--- config.mk ---
export PLATFORM = sky130hd
export DESIGN_NAME = fifo_with_sorted_insert
export DESIGN_NICKNAME = d
export VERILOG_FILES = /design/src/hw/rtl/fws_pkg.sv /design/src/hw/rtl/fifo_with_sorted_insert.sv /design/src/hw/rtl/fws_cell.sv
export SDC_FILE = /design/constraint.sdc
export NUM_CORES = 2
export LEC_CHECK = 0
export BUFFER_PORTS_ARGS = -buffer_cell sky130_fd_sc_hd__buf_2
export CORE_ASPECT_RATIO = 0.5
export CORE_MARGIN = 1
export CORE_UTILIZATION = 35
export DETAILED_ROUTE_END_ITERATION = 8
export SETUP_SLACK_MARGIN = 0.3
export SYNTH_ARGS = -nofsm -noshare
export SYNTH_HDL_FRONTEND = slang
export SYNTH_SLANG_ARGS = --single-unit
--- constraint.sdc ---
create_clock -name i_clk -period 21.3 [get_ports i_clk]
set_clock_uncertainty 0.2 [all_clocks]
set_input_delay 4.26 -clock i_clk [delete_from_list [all_inputs] [get_ports i_clk]]
set_output_delay 4.26 -clock i_clk [all_outputs]
set_load 0.03 [all_outputs]
--- src/hw/rtl/fws_pkg.sv ---
// Shared types for the sorted-insert queue: operation codes and the
// control word broadcast to every cell of the storage row.
// No dependencies.
`default_nettype none

package fws_pkg;

    localparam int unsigned VALUE_W  = 32;
    localparam int unsigned COUNT_W  = 5;
    localparam int unsigned CAPACITY = 16;

    typedef enum logic [1:0] {
        FUNC_APPEND = 2'd0,
        FUNC_SORTED = 2'd1,
        FUNC_REMOVE = 2'd2,
        FUNC_CLEAR  = 2'd3
    } t_func;

    // Broadcast to all cells each cycle
    typedef struct packed {
        logic                       en;     // commit the operation this cycle
        t_func                      func;
        logic signed [VALUE_W-1:0]  value;
    } t_cell_ctrl;

endpackage

`default_nettype wire

--- src/hw/rtl/fifo_with_sorted_insert.sv ---
// Bounded queue of signed 32-bit values with append, sorted insert,
// remove-head and clear. Top level; depends on fws_pkg and fws_cell.
//
// Usage:
//   Input channel (i_valid / o_stall) carries one operation per beat:
//   i_func selects append, sorted insert, remove head or clear, and
//   i_value is the operand for the two insert forms.
//   Output channel (o_valid / i_stall) returns one result beat per input
//   beat: ok flag, removed head value, count, empty/full flags and the head
//   and tail values after the operation.
//   Latency: the result is presented the cycle after the input beat.
//   Throughput: one operation per cycle while the output is not stalled. Every cell compares in parallel and
//   a found bit ripples along the row of CAPACITY cells in the same cycle;
//   that ripple sets the clock period.
//   Stall: the single result register holds while i_stall is high; the input
//   side stalls only while that register is full and being held, and a new
//   beat is taken in the same cycle the held result leaves.
//   Reset: clears the count and the result valid flag; the queue is empty and
//   no result is pending. Cell contents are not reset (never read while empty).
//   Refused operations (insert when full, remove when empty) report ok=0 and
//   leave the queue unchanged. Count is reported modulo 32.
`default_nettype none

module fifo_with_sorted_insert #(
    parameter int unsigned CAPACITY = fws_pkg::CAPACITY
) (
    input  wire logic                                   i_clk,
    input  wire logic                                   i_rst_n,
    // input channel
    input  wire logic                                   i_valid,
    output logic                                        o_stall,
    input  wire logic [1:0]                             i_func,
    input  wire logic signed [fws_pkg::VALUE_W-1:0]     i_value,
    // output channel
    output logic                                        o_valid,
    input  wire logic                                   i_stall,
    output logic                                        o_ok,
    output logic signed [fws_pkg::VALUE_W-1:0]          o_removed_value,
    output logic [fws_pkg::COUNT_W-1:0]                 o_count,
    output logic                                        o_empty_res,
    output logic                                        o_full_res,
    output logic signed [fws_pkg::VALUE_W-1:0]          o_head_value,
    output logic signed [fws_pkg::VALUE_W-1:0]          o_tail_value
);

    localparam int unsigned CNT_W = $clog2(CAPACITY + 1);

    // ---------------------------------------------------------------
    // Control state
    // ---------------------------------------------------------------
    logic [CNT_W-1:0]                       r_count;
    logic [CNT_W-1:0]                       n_count;
    logic                                   r_out_valid;
    logic                                   r_ok;
    logic                                   n_ok;
    logic signed [fws_pkg::VALUE_W-1:0]     r_removed;
    logic signed [fws_pkg::VALUE_W-1:0]     n_removed;
    // tail tracked beside the row so it needs no wide read mux
    logic signed [fws_pkg::VALUE_W-1:0]     r_tail;
    logic signed [fws_pkg::VALUE_W-1:0]     n_tail;

    fws_pkg::t_func                         func;
    fws_pkg::t_cell_ctrl                    ctrl;
    logic                                   accept;
    logic                                   is_full;
    logic                                   is_empty;
    logic                                   any_hit;

    // Cell row wiring
    logic signed [fws_pkg::VALUE_W-1:0]     cell_value [CAPACITY];
    logic                                   found_chain [CAPACITY+1];
    logic [CAPACITY-1:0]                    occ_hit;

    assign func     = fws_pkg::t_func'(i_func);
    assign o_stall  = r_out_valid && i_stall;
    assign accept   = i_valid && !o_stall;
    assign is_full  = r_count == CNT_W'(CAPACITY);
    assign is_empty = r_count == '0;
    assign any_hit  = |occ_hit;

    // ---------------------------------------------------------------
    // Operation decode: success, count, tail and removed value
    // ---------------------------------------------------------------
    always_comb begin
        n_ok      = 1'b0;
        n_count   = r_count;
        n_tail    = r_tail;
        n_removed = '0;
        case (func)
            fws_pkg::FUNC_APPEND: begin
                if (!is_full) begin
                    n_ok    = 1'b1;
                    n_count = r_count + CNT_W'(1);
                    n_tail  = i_value;
                end
            end
            fws_pkg::FUNC_SORTED: begin
                if (!is_full) begin
                    n_ok    = 1'b1;
                    n_count = r_count + CNT_W'(1);
                    // lands at the tail only when no stored entry is >= value
                    n_tail  = any_hit ? r_tail : i_value;
                end
            end
            fws_pkg::FUNC_REMOVE: begin
                if (!is_empty) begin
                    n_ok      = 1'b1;
                    n_count   = r_count - CNT_W'(1);
                    n_removed = cell_value[0];
                end
            end
            default: begin
                n_ok    = 1'b1;
                n_count = '0;
            end
        endcase
    end

    assign ctrl.en    = accept && n_ok;
    assign ctrl.func  = func;
    assign ctrl.value = i_value;

    // ---------------------------------------------------------------
    // Storage row: cell 0 is the head
    // ---------------------------------------------------------------
    assign found_chain[0] = 1'b0;

    for (genvar g = 0; g < CAPACITY; g++) begin : g_cell
        logic signed [fws_pkg::VALUE_W-1:0] left_val;
        logic signed [fws_pkg::VALUE_W-1:0] right_val;

        if (g == 0) begin : g_head
            assign left_val = '0;
        end else begin : g_mid
            assign left_val = cell_value[g-1];
        end

        if (g == CAPACITY - 1) begin : g_last
            assign right_val = '0;
        end else begin : g_inner
            assign right_val = cell_value[g+1];
        end

        fws_cell #(
            .IDX     (g),
            .COUNT_W (CNT_W)
        ) u_cell (
            .i_clk     (i_clk),
            .i_ctrl    (ctrl),
            .i_count   (r_count),
            .i_left    (left_val),
            .i_right   (right_val),
            .i_found   (found_chain[g]),
            .o_found   (found_chain[g+1]),
            .o_occ_hit (occ_hit[g]),
            .o_value   (cell_value[g])
        );
    end

    // ---------------------------------------------------------------
    // State and result register
    // ---------------------------------------------------------------
    always_ff @(posedge i_clk) begin
        if (!i_rst_n) begin
            r_count     <= '0;
            r_out_valid <= 1'b0;
        end else begin
            if (accept) begin
                r_count     <= n_count;
                r_out_valid <= 1'b1;
            end else if (!i_stall) begin
                r_out_valid <= 1'b0;
            end
        end
    end

    // payload, no reset needed
    always_ff @(posedge i_clk) begin
        if (accept) begin
            r_ok      <= n_ok;
            r_removed <= n_removed;
            r_tail    <= n_tail;
        end
    end

    // Head/tail/count come straight from the queue state; it only changes
    // when a new beat is accepted, i.e. when the result register reloads.
    assign o_valid         = r_out_valid;
    assign o_ok            = r_ok;
    assign o_removed_value = r_removed;
    assign o_count         = fws_pkg::COUNT_W'(r_count);
    assign o_empty_res     = is_empty;
    assign o_full_res      = is_full;
    assign o_head_value    = is_empty ? '0 : cell_value[0];
    assign o_tail_value    = is_empty ? '0 : r_tail;

    // ---------------------------------------------------------------
    // Assertions
    // ---------------------------------------------------------------
    a_count_bound: assert property (@(posedge i_clk) disable iff (!i_rst_n)
        r_count <= CNT_W'(CAPACITY))
        else $error("count exceeds capacity");

    a_result_follows: assert property (@(posedge i_clk) disable iff (!i_rst_n)
        accept |=> o_valid)
        else $error("accepted beat produced no result");

    a_clear_empties: assert property (@(posedge i_clk) disable iff (!i_rst_n)
        (accept && func == fws_pkg::FUNC_CLEAR) |=> (o_ok && o_empty_res))
        else $error("clear did not empty the queue");

    a_refused_holds: assert property (@(posedge i_clk) disable iff (!i_rst_n)
        (accept && !n_ok) |=> (r_count == $past(r_count)))
        else $error("refused operation changed the count");

    a_insert_grows: assert property (@(posedge i_clk) disable iff (!i_rst_n)
        (accept && n_ok && (func == fws_pkg::FUNC_APPEND || func == fws_pkg::FUNC_SORTED))
        |=> (r_count == $past(r_count) + CNT_W'(1)))
        else $error("successful insert did not grow the count");

endmodule

`default_nettype wire

--- src/hw/rtl/fws_cell.sv ---
// One storage cell of the queue row: holds a value, compares it against the
// broadcast value and shifts left or right with its neighbors.
// Depends on fws_pkg.
`default_nettype none

module fws_cell #(
    parameter int unsigned IDX     = 0,
    parameter int unsigned COUNT_W = 5
) (
    input  wire logic                                    i_clk,
    input  wire fws_pkg::t_cell_ctrl                     i_ctrl,
    input  wire logic [COUNT_W-1:0]                      i_count,
    input  wire logic signed [fws_pkg::VALUE_W-1:0]      i_left,
    input  wire logic signed [fws_pkg::VALUE_W-1:0]      i_right,
    input  wire logic                                    i_found,
    output logic                                         o_found,
    output logic                                         o_occ_hit,
    output logic signed [fws_pkg::VALUE_W-1:0]           o_value
);

    logic signed [fws_pkg::VALUE_W-1:0] r_value;
    logic signed [fws_pkg::VALUE_W-1:0] n_value;
    logic                               occupied;
    logic                               at_tail;
    logic                               hit;

    assign occupied  = COUNT_W'(IDX) < i_count;
    assign at_tail   = COUNT_W'(IDX) == i_count;
    assign o_occ_hit = (i_ctrl.func == fws_pkg::FUNC_SORTED) && occupied
                       && (i_ctrl.value <= r_value);
    // first free slot terminates the search for both append and insert
    assign hit       = o_occ_hit || at_tail;
    assign o_found   = i_found || hit;
    assign o_value   = r_value;

    always_comb begin
        n_value = r_value;
        if (i_ctrl.en) begin
            case (i_ctrl.func)
                fws_pkg::FUNC_APPEND, fws_pkg::FUNC_SORTED: begin
                    if (i_found) begin
                        n_value = i_left;          // make room: shift toward tail
                    end else if (hit) begin
                        n_value = i_ctrl.value;
                    end
                end
                fws_pkg::FUNC_REMOVE: begin
                    n_value = i_right;             // shift toward head
                end
                default: begin
                    n_value = r_value;
                end
            endcase
        end
    end

    always_ff @(posedge i_clk) begin
        r_value <= n_value;
    end

endmodule

`default_nettype wire
-- Word-level counts from Yosys, hierarchy flattened
Cells that the tools add are included.
- bits in registers: 583
- add/subtract/negate cells: 2
- magnitude comparators: 32
- equal/unequal tests: 40
- mux-type cells: 61
- reductions and logical operators: 90
- operator list (kind ; number):
    32-bit two-way mux ; 36
    32-bit one-hot mux with 2 select lines ; 17
    32-bit less-or-equal comparator ; 16
    3-bit AND reduction ; 17
    3-bit by 1-bit inequality test with 1-bit output (second input constant) ; 15
    4-bit by 5-bit == test with 1-bit output (first input constant) ; 8
    4-bit by 5-bit less-than comparator with 1-bit output (first input constant) ; 8
    1-bit logical AND ; 35
    1-bit logical OR ; 30
    3-bit by 5-bit == test with 1-bit output (first input constant) ; 4
    3-bit by 5-bit less-than comparator with 1-bit output (first input constant) ; 4
    16-bit OR reduction ; 1
    2-bit by 5-bit == test with 1-bit output (first input constant) ; 2
    1-bit by 5-bit less-than comparator with 1-bit output (first input constant) ; 2
    2-bit by 5-bit less-than comparator with 1-bit output (first input constant) ; 2
    5-bit two-way mux ; 2
    2-bit inequality test (second input constant) ; 5
    5-bit one-hot mux with 2 select lines ; 1
    5-bit by 1-bit adder with 5-bit output (second input constant) ; 1
    1-bit by 5-bit == test with 1-bit output (first input constant) ; 1
    5-bit == test (second input constant) ; 1
    5-bit zero test ; 1
    5-bit AND reduction ; 1
    5-bit by 1-bit subtractor with 5-bit output (second input constant) ; 1
    other kinds (9) ; 14

-- Depth between registers and ports, before layout
- depth in word-level cells: 20
- gate-level depth with buffers: 16

-- Hierarchy
Synthesis repeated with hierarchy kept, for this count alone.
- cell total of the unflattened synthesis: 4546
- area, all modules: 43792.0 µm²
- by module, submodules not included (module ; times used ; cells an instance ; area each (µm²) ; sequential area each (µm²)):
    fifo_with_sorted_insert ; 1 ; 234 ; 3072.9 ; 2072.0
    fws_cell (g_cell[2].u_cell) ; 1 ; 273 ; 2612.5 ; 960.9
    fws_cell (g_cell[8].u_cell) ; 1 ; 271 ; 2595.0 ; 960.9
    fws_cell (g_cell[12].u_cell) ; 1 ; 272 ; 2586.2 ; 960.9
    fws_cell (g_cell[10].u_cell) ; 1 ; 274 ; 2571.2 ; 960.9
    fws_cell (g_cell[0].u_cell) ; 1 ; 266 ; 2561.2 ; 960.9
    fws_cell (g_cell[7].u_cell) ; 1 ; 266 ; 2558.7 ; 960.9
    fws_cell (g_cell[11].u_cell) ; 1 ; 272 ; 2553.7 ; 960.9
    fws_cell (g_cell[9].u_cell) ; 1 ; 275 ; 2548.7 ; 960.9
    fws_cell (g_cell[5].u_cell) ; 1 ; 274 ; 2546.2 ; 960.9
    fws_cell (g_cell[13].u_cell) ; 1 ; 274 ; 2543.7 ; 960.9
    fws_cell (g_cell[3].u_cell) ; 1 ; 266 ; 2543.7 ; 960.9
    fws_cell (g_cell[1].u_cell) ; 1 ; 264 ; 2532.4 ; 960.9
    fws_cell (g_cell[14].u_cell) ; 1 ; 268 ; 2503.7 ; 960.9
    3 more rows ; - ; - ; - ; -

-- Least setup slack after synthesis
No wires, ideal clock.
- path kind: input to register
- start point: in i_stall
- end point: reg r_tail[0] in the netlist's numbering (enable)
- arrival time: 9.907 ns
- slack: 10.691 ns
- cell stages on the path: 6
- path buffers: 0
- cells stage by stage: and2_1 > nor2b_1 > nand3_1 > a2111oi_0 > nand4b_1 > nor4_1
- longest elaborated chain between the ends: 4
- RTL lines (item ; line ; text):
    start, declared ; fifo_with_sorted_insert.sv:36 ; input wire logic i_stall,
    1-bit logical AND ; fifo_with_sorted_insert.sv:75 ; assign o_stall = r_out_valid && i_stall;
    1-bit zero test ; fifo_with_sorted_insert.sv:76 ; assign accept = i_valid && !o_stall;
    1-bit logical AND ; fifo_with_sorted_insert.sv:76 ;
    net accept ; fifo_with_sorted_insert.sv:64 ; logic accept;
    5-bit AND reduction (no source line) ; - ;
    end signal, assigned ; fifo_with_sorted_insert.sv:182 ; r_tail <= n_tail;
    end, declared ; fifo_with_sorted_insert.sv:59 ; logic signed [fws_pkg::VALUE_W-1:0] r_tail;
The timed path passes the listed nets, and every way through them passes these cells.
A chain may end at the register's enable or synchronous reset.

-- Worst setup path after layout
- start point: in i_value[10] in the netlist's numbering
- end point: reg g_cell[14].u_cell.r_value (netlist bit g_cell[14].u_cell.o_value[7]) (enable)
- longest elaborated chain between the ends: 18
- elaborated cells on any way between the ends: 60
- those cells by class: 15 x order compare; 1 x eq/ne; 44 x reduce/logical
- RTL lines (item ; line ; text):
    start, declared ; fifo_with_sorted_insert.sv:33 ; input wire logic signed [fws_pkg::VALUE_W-1:0] i_value,
    32-bit less-or-equal comparator ; fws_cell.sv:30 ; && (i_ctrl.value <= r_value);
    1-bit logical AND ; fws_cell.sv:30 ;
    1-bit logical OR ; fws_cell.sv:32 ; assign hit = o_occ_hit || at_tail;
    1-bit logical OR (13 in series) ; fws_cell.sv:33 ; assign o_found = i_found || hit;
    3-bit by 1-bit inequality test with 1-bit output (no source line) * ; - ;
    3-bit AND reduction (no source line) * ; - ;
    end signal, assigned ; fws_cell.sv:58 ; r_value <= n_value;
    end, declared ; fws_cell.sv:21 ; logic signed [fws_pkg::VALUE_W-1:0] r_value;
Mark *: on every way between the ends. The rest lies on a longest branch, timed or not.

==> summary.txt <==
Yosys
  – Top-count cell post-synth: edfxtp_1
  – Yosys Warn Count: 0
  – Synth Net Count: 4,881
  – Register area share after synthesis: 41.8%
  – Top_reg_cell synth: edfxtp_1
  – Synth cell types: 73
  – EDFF count, synth: 577
  – Synth top area share: 41.5%
  – Synth Cell Area: 41,800 um^2
  – Synth Instances: 4,326
  – Asr flop ratio synth: 0%
  – Area contributors post-synth: edfxtp_1, ha_1, mux2i_1
  – Post-Syn Area per Cell: 9.66 um^2
  – Commonest cells post-synth: edfxtp_1, inv_1, ha_1, nand2_1, o21ai_0
  – Area leader, netlist: edfxtp_1
  – Flops & latches, synth: 583

STA
  – F_max: 97.6 MHz
  – Setup TNS: 0 ns
  – Slew Limit Headroom: 9.75%
  – Worst Tran Pin Value: 1.35 ns
  – Setup violations, final: 0
  – Final Slew Violations: 0
  – Setup ws final: 11.05 ns
  – Unrepaired setup endpoints after global routing: no
  – Hold Fails Final Rpt: 0
  – Final worst path period need: 10.25 ns
  – Final period util: 48.1%

Route
  – Vias: 34.3k
  – Drt total wl: 132,000 um
  – DRC viols: 0
  – Detailed Route Iter0 Violations: 3,360
  – Antenna violation net count after detailed routing: 0
  – Vias per inst: 5.74
  – 1st-pass router iterations: 6
  – Routed len/inst: 22.1 um

Layout
  – Area grow syn2layout: 10.5%
  – ANT cells: 0
  – Final #Nets: 4,894
  – Share of cells above drive strength 1: 7.54%

Run
  – Max_cap viols: 0

Global route
  – Vias in the first global route: 33.8k
  – First-pass GRT wire length: 202,000 um
  – GRT overflow: 0
  – Initial antenna violation count: 1
  – Largest net degree at the start of global routing: 263
  – Global Route Usage Sum: 21.3%

Worst setup path
  – CP arrival: 10.37 ns
  – Crit. End Element: flop
  – CP max FO: 50
  – CP Launch Type: input pin
  – Crit Path Category: input pin to flop
  – WP data required: 21.42 ns

Floorplan
  – Initial Util: 35.4%
  – # IOs: 144
  – Die Ht: 246 um
  – Chip width: 491 um
  – CORE AREA: 118,000 um^2
  – Row cnt: 89
  – Full die area: 121,000 um^2

Placed design
  – HPWL after DPL: 95,200 um
  – Routability cong.: 0.931
  – Pre-CTS setup slack: 10.54 ns
  – IO Port Bufs: 143

Clocking
  – Clock Sinks: 583
  – Clk slew on worst S/H paths: 0.06 ns
  – CTS root buf: clkbuf_16
  – Cts hold-fix bufs: 0
  – Setup Fix Bufs, Post-CTS: 0
  – Post-cts resize count: 0
  – Worst-skew pair later-pin latency: 0.63 ns
  – Inserted Clock Buffers: 66
  – CTS tree: yes
  – CTS H-tree lvls: 3
  – Clock Path Buffers: 3

Hold path
  – Hold Path Class: flop to flop

Pwr
  – Power per cell area: 89.6 nW/um^2
  – Max VDD drop: 0.0460 mV
  – Leak Pwr: 19.7 nW

Run status
  – Outcome: finished, final reports clean
==> final timing paths <==
path	from	endpoint	slack, ns	cells after the start
setup / recovery	i_value[10]	g_cell[14].u_cell.o_value[7]	11.05	16
setup reg to reg	g_cell[0].u_cell.o_value[11]	g_cell[14].u_cell.o_value[7]	14.79	16
hold / removal	g_cell[13].u_cell.o_value[30]	g_cell[12].u_cell.o_value[30]	0.36	2
hold reg to reg	g_cell[13].u_cell.o_value[30]	g_cell[12].u_cell.o_value[30]	0.36	2
==> worst max-delay path, cell delays in order <==
cell,delay (ns)
buf_2,0.58
ha_1,0.28
nand4_1,0.21
nor4_1,0.74
o21ai_0,0.20
nand4_1,0.11
o21ai_0,0.17
o22ai_4,0.16
buf_4,0.61
nand3_1,0.56
nor4_4,0.36
buf_4,0.60
o2111ai_4,0.19
buf_4,0.39
o21a_1,0.51
buf_4,0.38
==> registers in the layout (all words and copies together) (netlist names) <==
register / count
o_removed_value: 32
o_ok: 1
o_valid: 1
o_count: 5
r_tail: 32
g_cell.u_cell.o_value: 512
==> where the power goes <==
| part | total (mW) | internal (mW) | switching [mW] | leakage [nW] |
|---|---|---|---|---|
| Clock | 1.13 | 0.624 | 0.503 | 0.982 |
| Sequential | 1.61 | 1.51 | 0.102 | 5.50 |
| Combinational | 1.40 | 0.498 | 0.900 | 13.2 |
==> cell usage in the layout, fill, tap and decap left out, types with 23 or more instances in the layout <==
cell         n
edfxtp_1   577
inv_1      534
ha_1       517
nand2_1    425
o21ai_0    363
mux2i_1    284
nand3_1    209
o221ai_1   161
a21oi_1    158
nor2_1     147
buf_2      143
nand4_1     92
a21o_1      82
nor3_1      73
clkbuf_16   68
o211ai_1    61
nor2b_1     54
buf_4       51
a31oi_1     42
o21a_1      31
a211oi_1    23
==> logic make-up (layout without fill, tap and decap cells) <==
family | after synthesis | after routing | share of synthesized area, %
simple gates | 1119 | 1119 | 12.7
compound gates | 1033 | 1033 | 16.0
flops | 583 | 583 | 41.8
fa+ha+maj | 517 | 517 | 15.5
buf+inv | 788 | 851 | 7.20
mux | 286 | 286 | 6.86
==> per-layer routing <==
metal	track usage [%]	wire (um)
met2	32.7	57700
met1	30.9	62200
met5	0	7
met4	5.87	3230
met3	3.24	9160
==> through the flow <==
step	cell area, um^2	power, mW	util [%]	hold WS (ns)	cells
2_1_floorplan	41800	2.58	-	0.322	4326
3_5_place_dp	44200	3.01	37.4	0.349	5863
6_report	46200	4.14	39.1	0.358	5981
3_3_place_gp	44200	2.97	37.4	0.338	5863
4_1_cts	46200	4.13	39.1	0.355	5981
5_1_grt	46200	4.35	39.1	0.388	5981
==> area by class of cell <==
cell class                 instances  area, um^2
clock buffer                      86        1770
multi-input combinational       2955       21500
tap                             1592        1990
inverter                         535        2010
fill                           11600       72000
clock inverter                    32         244
timing repair buffer             198        1180
sequential                       583       17400
No activity file was read; power rests on OpenSTA's default activity.
